[src/design/assert_macros.svh]
// Assertion helpers for the top module of the segment cut block.
`ifndef ASSERT_MACROS_SVH
`define ASSERT_MACROS_SVH

// Concurrent assertion on an explicit clock and active-low reset.
`define MSC_ASSERT_CLK(lbl, clk, rst_n, prop, msg) \
  lbl: assert property (@(posedge clk) disable iff (!rst_n) prop) else $error(msg);

// Concurrent assertion on the block clock and reset.
`define MSC_ASSERT(lbl, prop, msg) \
  `MSC_ASSERT_CLK(lbl, clk_i, rst_ni, prop, msg)

`endif

[src/design/msc_pkg.sv]
package msc_pkg;

  // Widths fixed by the interface fields.
  localparam int LEN_W = 10;
  localparam int CNT_W = 10;
  localparam int IDX_W = 2;

  // Configuration register indexes.
  localparam logic [IDX_W-1:0] REG_SEG_LEN_A = 2'd0;
  localparam logic [IDX_W-1:0] REG_SEG_LEN_B = 2'd1;
  localparam logic [IDX_W-1:0] REG_SEG_LEN_C = 2'd2;

  // One table entry: reachable flag and best segment count.
  typedef struct packed {
    logic             reach;
    logic [CNT_W-1:0] count;
  } entry_t;

  // One entry per segment length, as carried through a cell.
  typedef struct packed {
    entry_t a;
    entry_t b;
    entry_t c;
  } lanes_t;

  // The three configured segment lengths.
  typedef struct packed {
    logic [LEN_W-1:0] a;
    logic [LEN_W-1:0] b;
    logic [LEN_W-1:0] c;
  } lens_t;

endpackage

[src/design/msc_cell.sv]
module msc_cell (
  input  logic                         clk_i,
  input  logic                         en_i,
  input  logic [msc_pkg::LEN_W-1:0]    tap_i,
  input  msc_pkg::lens_t               seg_len_i,
  input  msc_pkg::entry_t              new_i,
  input  msc_pkg::lanes_t              prev_i,
  output msc_pkg::lanes_t              cell_o
);

  msc_pkg::lanes_t cell_d, cell_q;

  // Each lane takes the new entry where its delay starts, else shifts on.
  always_comb begin
    cell_d   = prev_i;
    if (seg_len_i.a == tap_i) begin
      cell_d.a = new_i;
    end
    if (seg_len_i.b == tap_i) begin
      cell_d.b = new_i;
    end
    if (seg_len_i.c == tap_i) begin
      cell_d.c = new_i;
    end
  end

  always_ff @(posedge clk_i) begin
    if (en_i) begin
      cell_q <= cell_d;
    end
  end

  assign cell_o = cell_q;

endmodule

[config.mk]
export PLATFORM = sky130hd
export DESIGN_NAME = msc_cell
export DESIGN_NICKNAME = d
export VERILOG_FILES = /design/src/design/assert_macros.svh /design/src/design/msc_pkg.sv /design/src/design/msc_cell.sv
export SDC_FILE = /design/constraint.sdc
export NUM_CORES = 1
export LEC_CHECK = 0
export ABC_AREA = 1
export BUFFER_PORTS_ARGS = -buffer_cell sky130_fd_sc_hd__buf_2
export CAP_MARGIN = 20
export CORE_ASPECT_RATIO = 1.4
export CORE_MARGIN = 1
export CORE_UTILIZATION = 46
export CTS_CLUSTER_SIZE = 24
export DETAILED_ROUTE_END_ITERATION = 6
export MAX_ROUTING_LAYER = met4
export PLACE_DENSITY = 0.81
export SLEW_MARGIN = 10
export SYNTH_ARGS = -nofsm -noshare
export SYNTH_HDL_FRONTEND = slang
export SYNTH_SLANG_ARGS = --single-unit
[constraint.sdc]
create_clock -name clk_i -period 1.7 [get_ports clk_i]
set_input_delay 0.51 -clock clk_i [delete_from_list [all_inputs] [get_ports clk_i]]
set_output_delay 0.51 -clock clk_i [all_outputs]
set_load 0.01 [all_outputs]
Yosys cells after proc, flatten, opt, wreduce, memory -nomap -nowiden:

Cells that the tools add are included.

* word-level logic and storage cells: 12
* input port bits: 86
* bits in registers: 33

* equal/unequal tests: 3
* multiplexer cells: 3

Operators by type and width (number)
* 2-to-1 mux 11 bit: 3
* equality test 10 bit: 3

Depth between registers and ports, before layout:

Gate-level depths: netlist of the first run.

* word-level depth: 2
* depth in mapped cells: 9
* gate-level depth less buffers: 8

Worst setup path before layout of the first run:

OpenSTA, ideal clock, no wires.

* path kind: in2reg
* start: input port tap_i[8] in the netlist's numbering
* end: register cell_q, in the netlist cell_o[0] (data pin)
* setup slack: 0.258 ns
* setup time: 0.253 ns
* data required time: 1.447 ns
* path buffers: 1
* data arrival time: 1.189 ns
* cell stages on the path: 7
* path through: xnor2_1 -> nand2_1 -> nor2_1 -> nand3_1 -> buf_2 -> nand2_1 -> nand2_1

RTL lines
* start: declaration: RTL line msc_cell.sv:4 `input logic [msc_pkg::LEN_W-1:0] tap_i,`
* end signal: assignment: RTL line msc_cell.sv:29 `cell_q <= cell_d;`
* end: declaration: RTL line msc_cell.sv:11 `msc_pkg::lanes_t cell_d, cell_q;`

==> results of run 1 <==
cell usage after synthesis:
| cell | n | share of area |
|---|---|---|
| xor2_1 | 2 | 0.0076 |
| nor2_1 | 9 | 0.015 |
| inv_2 | 9 | 0.015 |
| nand3_2 | 1 | 0.0043 |
| o21bai_2 | 10 | 0.049 |
| xnor2_1 | 3 | 0.011 |
| edfxtp_1 | 33 | 0.43 |
| inv_1 | 52 | 0.084 |
| nand3_1 | 24 | 0.052 |
| nand4_1 | 11 | 0.030 |
| buf_4 | 3 | 0.0097 |
| nor2_2 | 5 | 0.014 |
| buf_6 | 4 | 0.019 |
| nor2_4 | 1 | 0.0049 |
| nand2_1 | 126 | 0.20 |
| nand2_2 | 1 | 0.0027 |
| buf_2 | 5 | 0.011 |
| o21bai_1 | 12 | 0.039 |
path summary, 6_finish.rpt:
kind                    endpoint  slack (ps)  depth (start not counted)
worst max-delay path  cell_o[22]         290                          9
worst min-delay path  cell_o[10]         490                          3
worst max-delay path, cell delays in order:
cell      delay [ps]
buf_2            120
inv_2             50
nand2_1           50
nand2_1           40
nor2_1           180
nand3_1          110
buf_4            180
o21bai_1         120
nand2_1           80
final cells by class:
cell class	instances	share of cell area
multi-input combinational	205	0.3227
inverter	61	0.07382
sequential	33	0.3195
clock buffer	6	0.02340
clock inverter	2	0.003227
timing repair buffer	130	0.2315
tap	64	0.02582
cell families after synthesis:
logic type	share of synthesized area
AND/OR/NAND/NOR	0.3261
flip-flops	0.4283
AO/OA/AOI/OAI	0.08762
buffers and inverters	0.1390
XOR/XNOR	0.01893
power by group through the flow:
| stage | clock network [uW] | registers, uW | logic [uW] |
|---|---|---|---|
| after floorplan | 0 | 1040 | 196 |
| after global placement | 0 | 1000 | 466 |
| after detailed placement | 0 | 1000 | 477 |
| after CTS | 555 | 984 | 478 |
| after global routing | 581 | 993 | 535 |
| final | 548 | 984 | 475 |
layer usage:
layer,global-route usage,routed length [um],up-vias
li1,-,-,1215
met4,0.1030,173,0
met1,0.2269,1946,994
met3,0.03017,344,19
met2,0.3998,2907,104
met5,-,0,-
layout by cell type (no fill, tap or decap):
| master | instances |
|---|---|
| nor2_1 | 9 |
| nand3_1 | 24 |
| clkbuf_1 | 1 |
| inv_2 | 9 |
| clkbuf_8 | 5 |
| nor2_2 | 5 |
| buf_4 | 9 |
| xor2_1 | 2 |
| buf_12 | 3 |
| xnor2_1 | 3 |
| clkinv_2 | 2 |
| nand4_1 | 11 |
| o21bai_2 | 10 |
| edfxtp_1 | 33 |
| buf_2 | 118 |
| o21bai_1 | 12 |
| inv_1 | 52 |
| nand3_2 | 1 |
| nand2_1 | 126 |
| nor2_4 | 1 |
| nand2_2 | 1 |
through the flow:
stage | total power, uW | std cells
after detailed placement | 1478 | 493
after CTS | 2017 | 501
after global placement | 1467 | 493
after global routing | 2109 | 501
final | 2008 | 501
after floorplan | 1235 | 311
==> impl_metrics.py, run 1 <==
metrics = {
    "detailed_routing": {
        "wl_per_cell_um": 10.72,
        "drt_first_pass_iters": 6,
        "vias": 2332,
        "drtAntennaViolNets": 0,
        "viasPerCell": 4.655,
        "routed_wl_um": 5371,
        "drt_iter0_markers": 97,
        "drcViolationCount": 0,
    },
    "final_layout": {
        "seqCellArea_um2": 991.0,
        "num-fill-cells": 439,
        "final_area_um2": 3102,
        "layout.nets": 522,
        "largest_reg_flops": 33,
        "area_growth_pct": 34.07,
        "multiInputGateArea_um2": 1001,
        "fin_util": 0.6406,
        "layout-drive-gt1-share": 0.3753,
        "antenna_cells": 0,
    },
    "die": {
        "num_rows": 30,
        "die_area_um2": 5321,
        "core-area_um2": 4842,
        "die_h_um": 85.91,
        "dieWidth_um": 61.94,
        "ios": 119,
        "initial_core_util": 0.4778,
    },
    "cts": {
        "cts-root-buf": "clkbuf_8",
        "cts.sinks": 33,
        "cts_buffers": 5,
        "cts_setup_buffers": 0,
        "clk_pin_slew_ps": 60,
        "hold_buffers": 0,
        "cts_buffer_depth": 2,
        "htreeDepth": 2,
        "tritoncts": "yes",
        "cts_resized": 0,
    },
    "place": {
        "io_buffers": 118,
        "hpwl_um": 4558,
        "place_ws_ps": -5.123,
        "post_dp_cell_area_um2": 3019,
        "place.gp.congestion": 0.8709,
    },
    "yosys": {
        "synth_fp_nets": 397,
        "yosysSeqAreaShare": 0.4283,
        "synthCells": 311,
        "synth_cell_types": 18,
        "ys_ff_latch": 33,
        "synth_warnings": 0,
        "synth.avg_cell_area_um2": 7.439,
        "syn_area_um2": 2313,
    },
    "critical_path": {
        "cp.required_ps": 1730,
        "startpoint": "tap_i[3]",
        "critical_path_class": "input pin to register",
        "crit_fanout": 11,
        "cp-end-kind": "register",
        "cp-start-kind": "input pin",
        "cp.arrival_ps": 1440,
    },
    "power_and_ir_drop": {
        "internal_power_uw": 1466,
        "p_seq_frac": 0.490,
        "switching_share": 0.2699,
        "vdd_drop_max_v": 0.0002804,
        "power.clock.fraction": 0.273,
        "power.switching_uw": 541.8,
        "p_leak_uw": 0.001746,
        "powerDensity_nw_per_um2": 647.3,
        "comb_power_share": 0.237,
    },
    "grt": {
        "grt_usage": 0.2223,
        "grt_start_max_net_pins": 18,
        "grt_pass1_wl_um": 8500,
        "antenna_found_initial": 0,
        "grt_overflow_total": 0,
        "grt_pass1_vias": 2132,
    },
    "sta": {
        "tightest_slew_ps": 316.3,
        "tns_ps": 0,
        "rsz0062_at_grt": "no",
        "finalCritPeriodShare": 0.8286,
        "slew_headroom": 0.7891,
        "final_hold_viol_count": 0,
        "period_needed_ps": 1409,
        "finalWorstSetupSlack_ps": 291.3,
        "drv_slew": 0,
        "setup_viol": 0,
        "fmax_ghz": 0.7099,
        "whs_ps": 490.7,
    },
    "run_status": {
        "status": "finished clean",
    },
    "job": {
        "drv_cap": 0,
    },
    "hold_path": {
        "hold_class": "input pin to register",
        "min_from": "prev_i[10]",
    },
}
Note: power is estimated with default switching activity, not from simulation.
==> run 2, diff against run 1 <==
Clock period 1.7 ns to 1.4 ns, I/O delays scaled along.
==> impl_metrics.py, run 2 (same netlist as run 1, synthesis figures left out) <==
metrics = {
    "power_and_ir_drop": {
        "total_power_uw": 2464,
        "p_leak_uw": 0.001759,
        "powerDensity_nw_per_um2": 785.4,
        "vdd_drop_max_v": 0.0003823,
    },
    "die": {
        "die_h_um": 85.91,
        "die_area_um2": 5321,
        "ios": 119,
        "num_rows": 30,
        "initial_core_util": 0.4778,
        "core-area_um2": 4842,
        "dieWidth_um": 61.94,
    },
    "final_layout": {
        "fin_util": 0.6478,
        "area_growth_pct": 35.59,
        "final_area_um2": 3137,
        "mostFrequentLayoutCells": "126 x nand2_1, 118 x buf_2, 51 x inv_1, 33 x edfxtp_1, 24 x nand3_1",
        "final_common_cell": "nand2_1",
        "largest_reg_flops": 33,
        "layout-drive-gt1-share": 0.3890,
        "antenna_cells": 0,
        "layout.nets": 522,
    },
    "sta": {
        "final_hold_viol_count": 0,
        "finalCritPeriodShare": 0.9327,
        "tightest_slew_ps": 290.4,
        "fmax_ghz": 0.7658,
        "setup_viol": 0,
        "drv_slew": 0,
        "period_needed_ps": 1306,
        "whs_ps": 395.0,
        "slew_headroom": 0.8062,
        "finalWorstSetupSlack_ps": 94.18,
    },
    "grt": {
        "grt_pass1_vias": 2277,
        "antenna_found_initial": 0,
        "grt_overflow_total": 0,
        "grt_start_max_net_pins": 18,
        "grt_pass1_wl_um": 9045,
        "grt_usage": 0.2364,
    },
    "critical_path": {
        "cp-end-kind": "register",
        "cp.arrival_ps": 1340,
        "crit_chain": "buf_2 -> inv_1 -> nand2_1 -> nand2_1 -> nor2_1 -> nand2_1 -> buf_4 -> o21bai_1 -> nand2_1",
        "cp-start-kind": "input pin",
        "cp_slowest_cell": "buf_4",
        "critPathBufInv": 3,
        "cp.required_ps": 1430,
        "crit_fanout": 11,
        "path_delay_family": "buffers and inverters",
        "crit_path_frequent_cell": "nand2_1",
        "critical_path_class": "input pin to register",
        "slowest_delay_ps": 190,
    },
    "detailed_routing": {
        "vias": 2391,
        "routed_wl_um": 5643,
        "drt_iter0_markers": 114,
        "viasPerCell": 4.772,
        "wl_per_cell_um": 11.26,
        "drcViolationCount": 0,
        "drtAntennaViolNets": 0,
        "drt_first_pass_iters": 4,
    },
    "job": {
        "drv_cap": 0,
    },
    "hold_path": {
        "hold_class": "input pin to register",
    },
    "run_status": {
        "status": "finished clean",
    },
    "place": {
        "hpwl_um": 4746,
        "place_ws_ps": -225.4,
        "post_dp_cell_area_um2": 3032,
        "place.gp.congestion": 0.8684,
        "io_buffers": 118,
    },
    "cts": {
        "tritoncts": "yes",
        "cts_buffers": 5,
        "cts_resized": 0,
        "cts-root-buf": "clkbuf_8",
        "hold_buffers": 0,
        "htreeDepth": 2,
        "cts_buffer_depth": 2,
        "clk_pin_slew_ps": 70,
        "cts.sinks": 33,
        "cts_setup_buffers": 0,
    },
}
## run 2: cell counts in the layout (fill, tap and decap cells not counted)
No cell type changed its count.
## run 2: worst paths after layout
path	cells after the start	slack, ps	startpoint	to
worst max-delay path	9	90	tap_i[8]	cell_o[22]
worst min-delay path	3	400	prev_i[10]	cell_o[10]
## run 2: stage by stage
step / instances / setup TNS, ps
global route: 501 / -21.23
global placement: 493 / -4705
floorplan: 311 / 0
detailed placement: 493 / -6098
CTS: 501 / 0
finish: 501 / 0
## run 2: layout make-up
class,count,area (um2)
Clock inverter,2,10.01
Inverter,61,229.0
Timing Repair Buffer,130,730.7
Fill cell,435,1705
Multi-Input combinational cell,205,1023
Clock buffer,6,72.57
Tap cell,64,80.08
Sequential cell,33,991.0
## run 2: power by group
part | total [uW] | leakage, uW | switching, uW | internal, uW
Combinational | 594 | 0.00139 | 326 | 269
Clock | 675 | 0.0000450 | 331 | 344
Sequential | 1190 | 0.000323 | 18.4 | 1180
Total | 2460 | 0.00176 | 676 | 1790
## run 2: layer usage
layer | part of all wire | wire (um) | global-route usage | vias to the layer above
met1 | 0.36 | 2033 | 0.2351 | 1050
met3 | 0.057 | 320 | 0.03771 | 19
li1 | - | - | - | 1215
met4 | 0.036 | 205 | 0.1091 | 0
met2 | 0.55 | 3084 | 0.4282 | 107
met5 | 0 | 0 | - | -
