### src/design/assert_macros.svh
// Assertion helpers for the top module of the segment cut block.
`ifndef ASSERT_MACROS_SVH
`define ASSERT_MACROS_SVH

// Concurrent assertion on an explicit clock and active-low reset.
`define MSC_ASSERT_CLK(lbl, clk, rst_n, prop, msg) \
  lbl: assert property (@(posedge clk) disable iff (!rst_n) prop) else $error(msg);

// Concurrent assertion on the block clock and reset.
`define MSC_ASSERT(lbl, prop, msg) \
  `MSC_ASSERT_CLK(lbl, clk_i, rst_ni, prop, msg)

`endif

### src/design/msc_pkg.sv
package msc_pkg;

  // Widths fixed by the interface fields.
  localparam int LEN_W = 10;
  localparam int CNT_W = 10;
  localparam int IDX_W = 2;

  // Configuration register indexes.
  localparam logic [IDX_W-1:0] REG_SEG_LEN_A = 2'd0;
  localparam logic [IDX_W-1:0] REG_SEG_LEN_B = 2'd1;
  localparam logic [IDX_W-1:0] REG_SEG_LEN_C = 2'd2;

  // One table entry: reachable flag and best segment count.
  typedef struct packed {
    logic             reach;
    logic [CNT_W-1:0] count;
  } entry_t;

  // One entry per segment length, as carried through a cell.
  typedef struct packed {
    entry_t a;
    entry_t b;
    entry_t c;
  } lanes_t;

  // The three configured segment lengths.
  typedef struct packed {
    logic [LEN_W-1:0] a;
    logic [LEN_W-1:0] b;
    logic [LEN_W-1:0] c;
  } lens_t;

endpackage

### src/design/msc_pick.sv
module msc_pick (
  input  msc_pkg::lanes_t              tap_i,
  input  msc_pkg::lens_t               seg_len_i,
  input  logic [msc_pkg::LEN_W-1:0]    step_i,
  output msc_pkg::entry_t              entry_o
);

  logic                      use_a, use_b, use_c;
  logic [msc_pkg::CNT_W-1:0] cand_a, cand_b, cand_c;

  // A lane counts only for a nonzero length that does not reach below zero.
  assign use_a = (seg_len_i.a != '0) && (seg_len_i.a <= step_i) && tap_i.a.reach;
  assign use_b = (seg_len_i.b != '0) && (seg_len_i.b <= step_i) && tap_i.b.reach;
  assign use_c = (seg_len_i.c != '0) && (seg_len_i.c <= step_i) && tap_i.c.reach;

  // Counts stay below the step index, so the increment cannot wrap.
  assign cand_a = tap_i.a.count + msc_pkg::CNT_W'(1);
  assign cand_b = tap_i.b.count + msc_pkg::CNT_W'(1);
  assign cand_c = tap_i.c.count + msc_pkg::CNT_W'(1);

  // Best of the usable candidates; length zero is reachable with no segments.
  always_comb begin
    entry_o = '0;
    if (step_i == '0) begin
      entry_o.reach = 1'b1;
    end else begin
      if (use_a) begin
        entry_o.reach = 1'b1;
        entry_o.count = cand_a;
      end
      if (use_b && (!entry_o.reach || cand_b > entry_o.count)) begin
        entry_o.reach = 1'b1;
        entry_o.count = cand_b;
      end
      if (use_c && (!entry_o.reach || cand_c > entry_o.count)) begin
        entry_o.reach = 1'b1;
        entry_o.count = cand_c;
      end
    end
  end

endmodule

### config.mk
export PLATFORM = sky130hd
export DESIGN_NAME = msc_pick
export DESIGN_NICKNAME = d
export VERILOG_FILES = /design/src/design/assert_macros.svh /design/src/design/msc_pkg.sv /design/src/design/msc_pick.sv
export SDC_FILE = /design/constraint.sdc
export NUM_CORES = 1
export LEC_CHECK = 0
export BUFFER_PORTS_ARGS = -buffer_cell sky130_fd_sc_hd__buf_2
export CAP_MARGIN = 20
export CORE_AREA = 2 2 72 74
export DETAILED_ROUTE_END_ITERATION = 8
export DIE_AREA = 0 0 74 76
export PLACE_DENSITY = 0.8
export SYNTH_ARGS = -nofsm -noshare
export SYNTH_HDL_FRONTEND = slang
export SYNTH_SLANG_ARGS = --single-unit
### constraint.sdc
create_clock -name vclk -period 10.1
set_clock_uncertainty 0.1 [all_clocks]
set_input_delay 1.01 -clock vclk [all_inputs]
set_output_delay 1.01 -clock vclk [all_outputs]
set_load 0.01 [all_outputs]
# == Yosys cells after proc, flatten, opt, wreduce, memory -nomap -nowiden ==
# Cells that the tools add are included.
# totals
register_bits,0
latch_bits,0
mem_bits_rw,0
rom_bits,0
input_bits,73
n_memories,0
# classes
addsub,3
n_mul,0
div,0
n_lt_le_gt_ge,5
eq_ne,0
n_shift,0
mux,7
bitwise_logic,0
reduce_logical,16
# ops
op,n
2-to-1 mux 11 bit,5
adder 10 x 1 -> 10 bit (second input constant),3
<= comparator 10 bit,3
nonzero test 10 bit,3
> comparator 10 bit,2
logical NOT 10 bit,1
2-to-1 mux 10 bit,1
logical AND 1 bit,8
logical NOT 1 bit,2
logical OR 1 bit,2
2-to-1 mux 1 bit,1

# == Logic depth before layout (Yosys ltp) ==
# Gate-level depths: netlist of run 1.
# logic_depth
depth_word,15
depth_mapped,24
depth_no_buf,22

# == Worst setup path after synthesis of run 1 ==
# OpenSTA, ideal clock, no wires.
# synth_timing
path_type,input -> output
from,in step_i[3] (netlist bit)
to,out entry_o[2] (netlist bit)
arrival_time_ns,5.560
required_ns,8.990
path_slack_ns,3.430
cell_stages,23
n_path_buf,1
path_cell_list,inv_1 -> ha_1 -> a211oi_2 -> nor2_1 -> a2111oi_4 -> o211a_1 -> buf_4 -> nand2_1 -> ha_1 -> nand4_1 -> nor3_1 -> and3_1 -> a31oi_1 -> o21ai_4 -> mux2_4 -> ha_1 -> a21o_1 -> a21o_1 -> a221o_1 -> a21oi_1 -> o22a_1 -> o21ai_1 -> o22ai_1
# synth_rtl
element,line,source
from (decl),msc_pick.sv:4,"input logic [msc_pkg::LEN_W-1:0] step_i,"
to (decl),msc_pick.sv:5,output msc_pkg::entry_t entry_o

==> results of run 1 <==
[metal layers]
layer / GRT usage / share of wire
met1: 0.246 / 0.43
met2: 0.377 / 0.51
met3: 0.00926 / 0.055
met4: 0.0418 / 0.0072
met5: 0 / 0
[power groups by stage]
stage	Sequential (mW)	Combinational [mW]	Clock, mW
floorplan	0	0.0969	0
global placement	0	0.143	0
detailed placement	0	0.147	0
CTS	0	0.148	0
global route	0	0.165	0
finish	0	0.147	0
[cell families after synthesis]
logic type | count (synthesis) | synth area share
adders and majority gates | 53 | 0.317
and+or+nand+nor | 102 | 0.247
xor gates and xnor gates | 24 | 0.100
AOI/OAI and AO/OA | 60 | 0.215
buffers and inverters | 29 | 0.0556
muxes | 10 | 0.0646
[placed cells by master, fill, tap and decap left out, drive strengths merged, types with 4 or more instances in the layout]
cell	instances
nand4	8
o31ai	5
a21o	4
a211oi	5
mux2	10
buf	84
ha	53
nand3	18
nand2	31
o22ai	5
and4	7
o21ai	10
nor2	15
xor2	11
inv	26
nor4	8
a21oi	16
xnor2	13
[per-stage QoR]
step           power (mW)  cells
2_1_floorplan      0.0969    278
3_3_place_gp        0.143    429
3_5_place_dp        0.147    429
4_1_cts             0.148    429
5_1_grt             0.165    429
6_report            0.147    429
[worst min-delay path by stage]
stage	cells past startpoint	slack [ns]	end	from
2_1_floorplan	3	2.13	entry_o[2]	tap_i[2]
3_3_place_gp	5	2.36	entry_o[5]	tap_i[5]
3_5_place_dp	5	2.37	entry_o[5]	tap_i[5]
4_1_cts	5	2.37	entry_o[5]	tap_i[5]
5_1_grt	5	2.42	entry_o[5]	tap_i[5]
6_report	5	2.37	entry_o[5]	tap_i[5]
[final cells by class]
type	count	area, sq um
inverters	26	97.6
multi-input cells	249	1980
fillers	485	2330
well taps	70	87.6
repair buffers	84	420
[worst max-delay path, stage by stage]
cell	delay [ns]
buf_2	0.10
inv_1	0.13
ha_1	0.27
a211oi_2	0.22
nor2_1	0.10
a2111oi_4	0.35
o211a_1	0.40
nand2_1	0.14
ha_1	0.33
nand4_1	0.15
nor3_1	0.25
and3_1	0.20
a31oi_1	0.07
o21ai_4	0.37
mux2_4	0.35
ha_1	0.28
a21o_1	0.17
a21o_1	0.16
a221o_1	0.34
a21oi_1	0.15
o22a_1	0.30
or2_0	0.47
o22ai_1	0.17
buf_2	0.18
==> results.json, run 1 <==
{
  "cts_resized": 0,
  "synthCells": 278,
  "post_drt_wl_per_cell_microns": 13.6,
  "combPwrFrac": 1.000,
  "clkPwrFrac": 0,
  "sw_frac_of_total": 0.540,
  "tightestPinTransition_ns": 0.760,
  "grt_pass1_vias": 2297,
  "grt_remaining_overflow": 0,
  "die_w_microns": 74,
  "status": "finished, final reports clean",
  "routed_wl_mm": 5.84,
  "io_pins": 84,
  "port_buffers": 84,
  "placed_area_sq_um": 2580,
  "p_switching_uw": 79.5,
  "syn-num-nets": 404,
  "yosysUniqueCellTypes": 44,
  "timing.final.crit_share": 0.769,
  "avgSynthCellArea_sq_um": 7.53,
  "ir_drop_v": 0.0000380,
  "grt_pass1_wl_mm": 9.52,
  "pwr-share-seq": 0,
  "ff_latch_area_sq_um": 0,
  "grtUsageTotal": 0.201,
  "drv_slew": 0,
  "fin_tns_setup_ns": 0,
  "power.density_nw_per_um2": 57.1,
  "finish.utilization": 0.526,
  "max_freq_ghz": 0.129,
  "netlist_top_cells_count": "53 x ha_1, 31 x nand2_1, 26 x inv_1",
  "maxCapViolCount": 0,
  "slew_headroom": 0.492,
  "globalplace.congestion": 0.974,
  "yosys-top-cells-area": "ha_1 32%, nand2_1 5.6%, xnor2_1 5.4%",
  "drcViolationCount": 0,
  "yosysTopAreaCell": "ha_1",
  "die-area_sq_um": 5620,
  "cp.required_ns": 8.99,
  "pre_cts_ws_ns": 2.36,
  "start_util": 0.426,
  "netlist_area_sq_um": 2090,
  "coreArea_sq_um": 4910,
  "yosysMostFrequentCell": "ha_1",
  "worstPathArrival_ns": 6.66,
  "die_h_microns": 76,
  "setup_violations": 0,
  "postLayoutCellArea_sq_um": 2580,
  "drive_gt1_frac": 0.281,
  "fin_crit_ns": 7.77,
  "setup_slack_ns": 2.33,
  "critPathMaxFanout": 11,
  "hold_viol_final": 0,
  "worstSetupEndpointType": "output port",
  "area_growth_pct": 23.4,
  "critPathLaunch": "step_i[3]",
  "crit_type": "in -> out",
  "cp-start-kind": "primary input",
  "endpoint": "entry_o[3]",
  "clkbuf_count": 0,
  "first_pass_iters": 4,
  "cellLeakagePower_nw": 1.33,
  "min_path_type": "in -> out",
  "ys_seq_area_frac": 0,
  "grt_max_degree": 13,
  "antenna_found_initial": 0,
  "ant_nets": 0,
  "rows": 26,
  "vias": 2372,
  "drtIter0Drc": 87,
  "antenna_cells": 0,
  "seq_cells": 0,
  "postCtsSetupRepairBufs": 0,
  "ys_warn_count": 0,
  "via_per_inst": 5.53,
  "rsz0062_at_grt": "no",
  "intPower_uw": 67.8,
  "yosys.area.top_type_share": 0.317,
  "hpwlAfterDp_mm": 5.26,
  "num-nets-final": 487,
  "hold_ws_ns": 2.37,
  "cts_hold_buf": 0
}
Power figures use the tool's default switching activity.
==> inputs of run 2 (changes only) <==
ABC_AREA = 1   (was default)
CORE_AREA = 2 2 76 78   (was 2 2 72 74)
DIE_AREA = 0 0 78 80   (was 0 0 74 76)
PLACE_DENSITY = 0.81   (was 0.8)
clock period = 6.25 ns   (was 10.1 ns; I/O delays follow)
==> results.json, run 2 <==
{
  "hold_viol_final": 0,
  "synth_fa_ha_area_frac": 0.281,
  "postCtsSetupRepairBufs": 0,
  "crit_type": "in -> out",
  "ys_warn_count": 0,
  "via_per_inst": 4.92,
  "cts_resized": 0,
  "netlist_area_sq_um": 2360,
  "synthCells": 399,
  "critPathLaunch": "step_i[9]",
  "area_growth_pct": 19.7,
  "tightestPinTransition_ns": 0.455,
  "yosys-top-cells-area": "ha_1 28%, nand2_1 14%, inv_1 11%",
  "intPower_uw": 94.6,
  "globalplace.congestion": 0.887,
  "yosys.area.top_type_share": 0.281,
  "yosysUniqueCellTypes": 28,
  "rsz0062_at_grt": "no",
  "port_buffers": 84,
  "num-nets-final": 607,
  "cp.required_ns": 5.52,
  "io_pins": 84,
  "ant_nets": 0,
  "hpwlAfterDp_mm": 5.55,
  "timing.final.crit_share": 0.906,
  "yosysTopAreaCell": "ha_1",
  "die-area_sq_um": 6240,
  "antenna_found_initial": 0,
  "cellLeakagePower_nw": 1.61,
  "start_util": 0.436,
  "cp_slowest_cell": "ha_1",
  "fin_tns_setup_ns": 0,
  "antenna_cells": 0,
  "p_switching_uw": 139,
  "mostFrequentLayoutCells": "87 x nand2_1, 84 x buf_2, 67 x inv_1",
  "yosysMostFrequentCell": "nand2_1",
  "die_w_microns": 78,
  "vias": 2710,
  "max_stage_delay_ns": 0.30,
  "routed_wl_mm": 6.07,
  "combPwrFrac": 1.000,
  "synth-xor-area-share": 0.0706,
  "ir_drop_v": 0.0000638,
  "max_freq_ghz": 0.177,
  "clkbuf_count": 0,
  "min_path_type": "in -> out",
  "cts_hold_buf": 0,
  "first_pass_iters": 5,
  "grt_pass1_wl_mm": 10.6,
  "ys_seq_area_frac": 0,
  "worstPathArrival_ns": 4.94,
  "finish.utilization": 0.522,
  "fin_crit_ns": 5.67,
  "coreArea_sq_um": 5410,
  "drive_gt1_frac": 0.232,
  "worstSetupEndpointType": "output port",
  "status": "finished, final reports clean",
  "avgSynthCellArea_sq_um": 5.91,
  "power.density_nw_per_um2": 82.9,
  "slew_headroom": 0.696,
  "seq_cells": 0,
  "rows": 27,
  "grt_pass1_vias": 2629,
  "critPathMaxFanout": 18,
  "grt_max_degree": 19,
  "holdCritStartpoint": "tap_i[8]",
  "setup_violations": 0,
  "grt_remaining_overflow": 0,
  "min_to": "entry_o[8]",
  "synth_mux_area_frac": 0,
  "synth_compound_gate_area_share": 0.131,
  "final_common_cell": "nand2_1",
  "maxCapViolCount": 0,
  "min_path_cells": 5,
  "drtIter0Drc": 37,
  "post_drt_wl_per_cell_microns": 11.0,
  "drcViolationCount": 0,
  "die_h_microns": 80,
  "pwr-share-seq": 0,
  "synthSimpleGateAreaFrac": 0.385,
  "ff_latch_area_sq_um": 0,
  "drv_slew": 0,
  "netlist_top_cells_count": "87 x nand2_1, 67 x inv_1, 62 x nor2_1",
  "cp-start-kind": "primary input",
  "synth_top_family_by_area": "simple AND/OR/NAND/NOR gates",
  "syn-num-nets": 525,
  "grtUsageTotal": 0.199,
  "hold_ws_ns": 1.63,
  "clkPwrFrac": 0,
  "sw_frac_of_total": 0.596
}
-- run 2: power groups by stage --
stage | combinational (mW) | sequential, mW | clock [mW]
2_1_floorplan | 0.161 | 0 | 0
3_3_place_gp | 0.226 | 0 | 0
3_5_place_dp | 0.234 | 0 | 0
4_1_cts | 0.235 | 0 | 0
5_1_grt | 0.270 | 0 | 0
6_report | 0.234 | 0 | 0
-- run 2: worst max-delay path by stage --
stage               cells after the start          to  slack, ns
global route                           33  entry_o[9]       0.15
detailed placement                     33  entry_o[5]       0.68
floorplan                              32  entry_o[9]       1.39
finish                                 33  entry_o[5]       0.58
global placement                       33  entry_o[5]       0.79
CTS                                    33  entry_o[5]       0.66
-- run 2: stage by stage --
step / cells / area [sq um] / power [mW] / worst slack, ns
2_1_floorplan: 399 / 2360 / 0.161 / 1.39
3_3_place_gp: 551 / 2820 / 0.226 / 0.792
3_5_place_dp: 551 / 2820 / 0.234 / 0.676
4_1_cts: 551 / 2820 / 0.235 / 0.662
5_1_grt: 551 / 2820 / 0.270 / 0.146
6_report: 551 / 2820 / 0.234 / 0.585
-- run 2: metal layers --
| layer | wire (microns) | global-route usage | part of all wire |
|---|---|---|---|
| met1 | 2730 | 0.240 | 0.45 |
| met2 | 3060 | 0.411 | 0.50 |
| met3 | 265 | 0.00226 | 0.044 |
| met4 | 17 | 0.00351 | 0.0028 |
| met5 | 0 | 0 | 0 |
-- run 2: cell type report --
| cell class | count | area, sq um |
|---|---|---|
| fillers | 556 | 2580 |
| inverters | 71 | 267 |
| multi-input cells | 324 | 2050 |
| well taps | 72 | 90.1 |
| repair buffers | 84 | 420 |
-- run 2: cell families after synthesis --
logic type,Yosys count
compound gates,49
xor+xnor,19
fa+ha+maj,53
buf+inv,75
simple gates,203
-- run 2: critical path, delay by kind of cell --
family                     cells  cell delay [ns]
AOI/OAI and AO/OA              4             0.56
adders and majority gates      3             0.87
buffers and inverters          7             0.71
and+or+nand+nor               19             2.16
==> inputs of run 3 (changes only) <==
CAP_MARGIN = default   (was 20)
GPL_TIMING_DRIVEN = 0   (was default)
RECOVER_POWER = 25   (was default)
==> results.json, run 3 (synthesized netlist as in run 2, its figures left out) <==
{
  "antenna_cells": 0,
  "mostFrequentLayoutCells": "88 x nand2_1, 84 x buf_2, 67 x inv_1",
  "ir_drop_v": 0.0000511,
  "max_freq_ghz": 0.178,
  "routed_wl_mm": 6.00,
  "first_pass_iters": 4,
  "grtUsageTotal": 0.200,
  "setup_violations": 0,
  "area_growth_pct": 21.5,
  "cts_resized": 0,
  "port_buffers": 84,
  "die_w_microns": 78,
  "cts_hold_buf": 0,
  "rsz0062_at_grt": "no",
  "setup_slack_ns": 0.618,
  "cp-start-kind": "primary input",
  "fin_crit_ns": 5.63,
  "cp.buffers_inverters": 8,
  "maxCapViolCount": 0,
  "power.density_nw_per_um2": 83.4,
  "via_per_inst": 4.92,
  "hpwlAfterDp_mm": 5.46,
  "coreArea_sq_um": 5410,
  "postCtsSetupRepairBufs": 0,
  "fin_tns_setup_ns": 0,
  "min_to": "entry_o[9]",
  "holdCritStartpoint": "tap_i[9]",
  "die-area_sq_um": 6240,
  "final_common_cell": "nand2_1",
  "drv_slew": 0,
  "worstPathArrival_ns": 4.91,
  "max_stage_delay_ns": 0.29,
  "ff_latch_area_sq_um": 0,
  "hold_viol_final": 0,
  "grt_pass1_wl_mm": 10.6,
  "grt_pass1_vias": 2644,
  "num-nets-final": 611,
  "timing.final.crit_share": 0.901,
  "cellLeakagePower_nw": 1.63,
  "cp.required_ns": 5.52,
  "fillCellCount": 584,
  "min_path_type": "in -> out",
  "cp_slowest_cell": "ha_1",
  "grt_remaining_overflow": 0,
  "min_path_cells": 5,
  "rows": 27,
  "worstSetupEndpointType": "output port",
  "grt_max_degree": 11,
  "crit_type": "in -> out",
  "cpMostUsedCell": "nand2_1",
  "hold_ws_ns": 1.62,
  "die_h_microns": 80,
  "vias": 2728,
  "globalplace.congestion": 0.878,
  "critPathMaxFanout": 10,
  "antenna_found_initial": 0,
  "tightestPinTransition_ns": 0.396,
  "pre_cts_ws_ns": 0.622,
  "ant_nets": 0,
  "status": "finished, final reports clean",
  "drive_gt1_frac": 0.234,
  "post_drt_wl_per_cell_microns": 10.8,
  "clkbuf_count": 0,
  "start_util": 0.436,
  "drtIter0Drc": 52,
  "io_pins": 84,
  "slew_headroom": 0.736,
  "seq_cells": 0,
  "drcViolationCount": 0,
  "crit_family": "simple AND/OR/NAND/NOR gates"
}
==> run 3: worst min-delay path, delay by kind of cell <==
kind            cells  cell delay, ns
xor+xnor            1            0.08
buf+inv             2            0.21
simple gates        1            0.05
compound gates      1            0.13
==> run 3: per-stage QoR <==
stage,instance area (sq um),utilization,total power [mW],instances
6_report,2870,0.530,0.239,555
5_1_grt,2870,0.530,0.276,555
4_1_cts,2870,0.531,0.241,555
3_5_place_dp,2870,0.531,0.240,555
3_3_place_gp,2870,0.531,0.232,555
2_1_floorplan,2360,-,0.161,399
==> run 3: how the worst max path moves through the flow <==
stage,from,endpoint,slack [ns],cells past startpoint
floorplan,step_i[9],entry_o[9],1.39,32
global placement,step_i[9],entry_o[0],0.73,34
detailed placement,step_i[9],entry_o[0],0.62,35
CTS,step_i[9],entry_o[0],0.62,35
global route,step_i[9],entry_o[9],0.09,34
finish,step_i[9],entry_o[0],0.62,34
==> run 3: power breakdown <==
| group | leakage, nW | internal, mW | switching, mW |
|---|---|---|---|
| clock network | 0 | 0 | 0 |
| registers | 0 | 0 | 0 |
| logic | 1.63 | 0.0996 | 0.140 |
| total | 1.63 | 0.0996 | 0.140 |
==> run 3: per-layer routing <==
metal	GRT usage	part of all wire
met1	0.242	0.45
met2	0.400	0.49
met3	0.00566	0.048
met4	0.0211	0.014
met5	0	0
==> run 3: cell type report <==
class              count  area, sq um  area share
plain buffers          4         46.3      0.0162
inverters             71          267      0.0930
repair buffers        84          420       0.147
well taps             72         90.1      0.0314
multi-input cells    324         2040       0.713
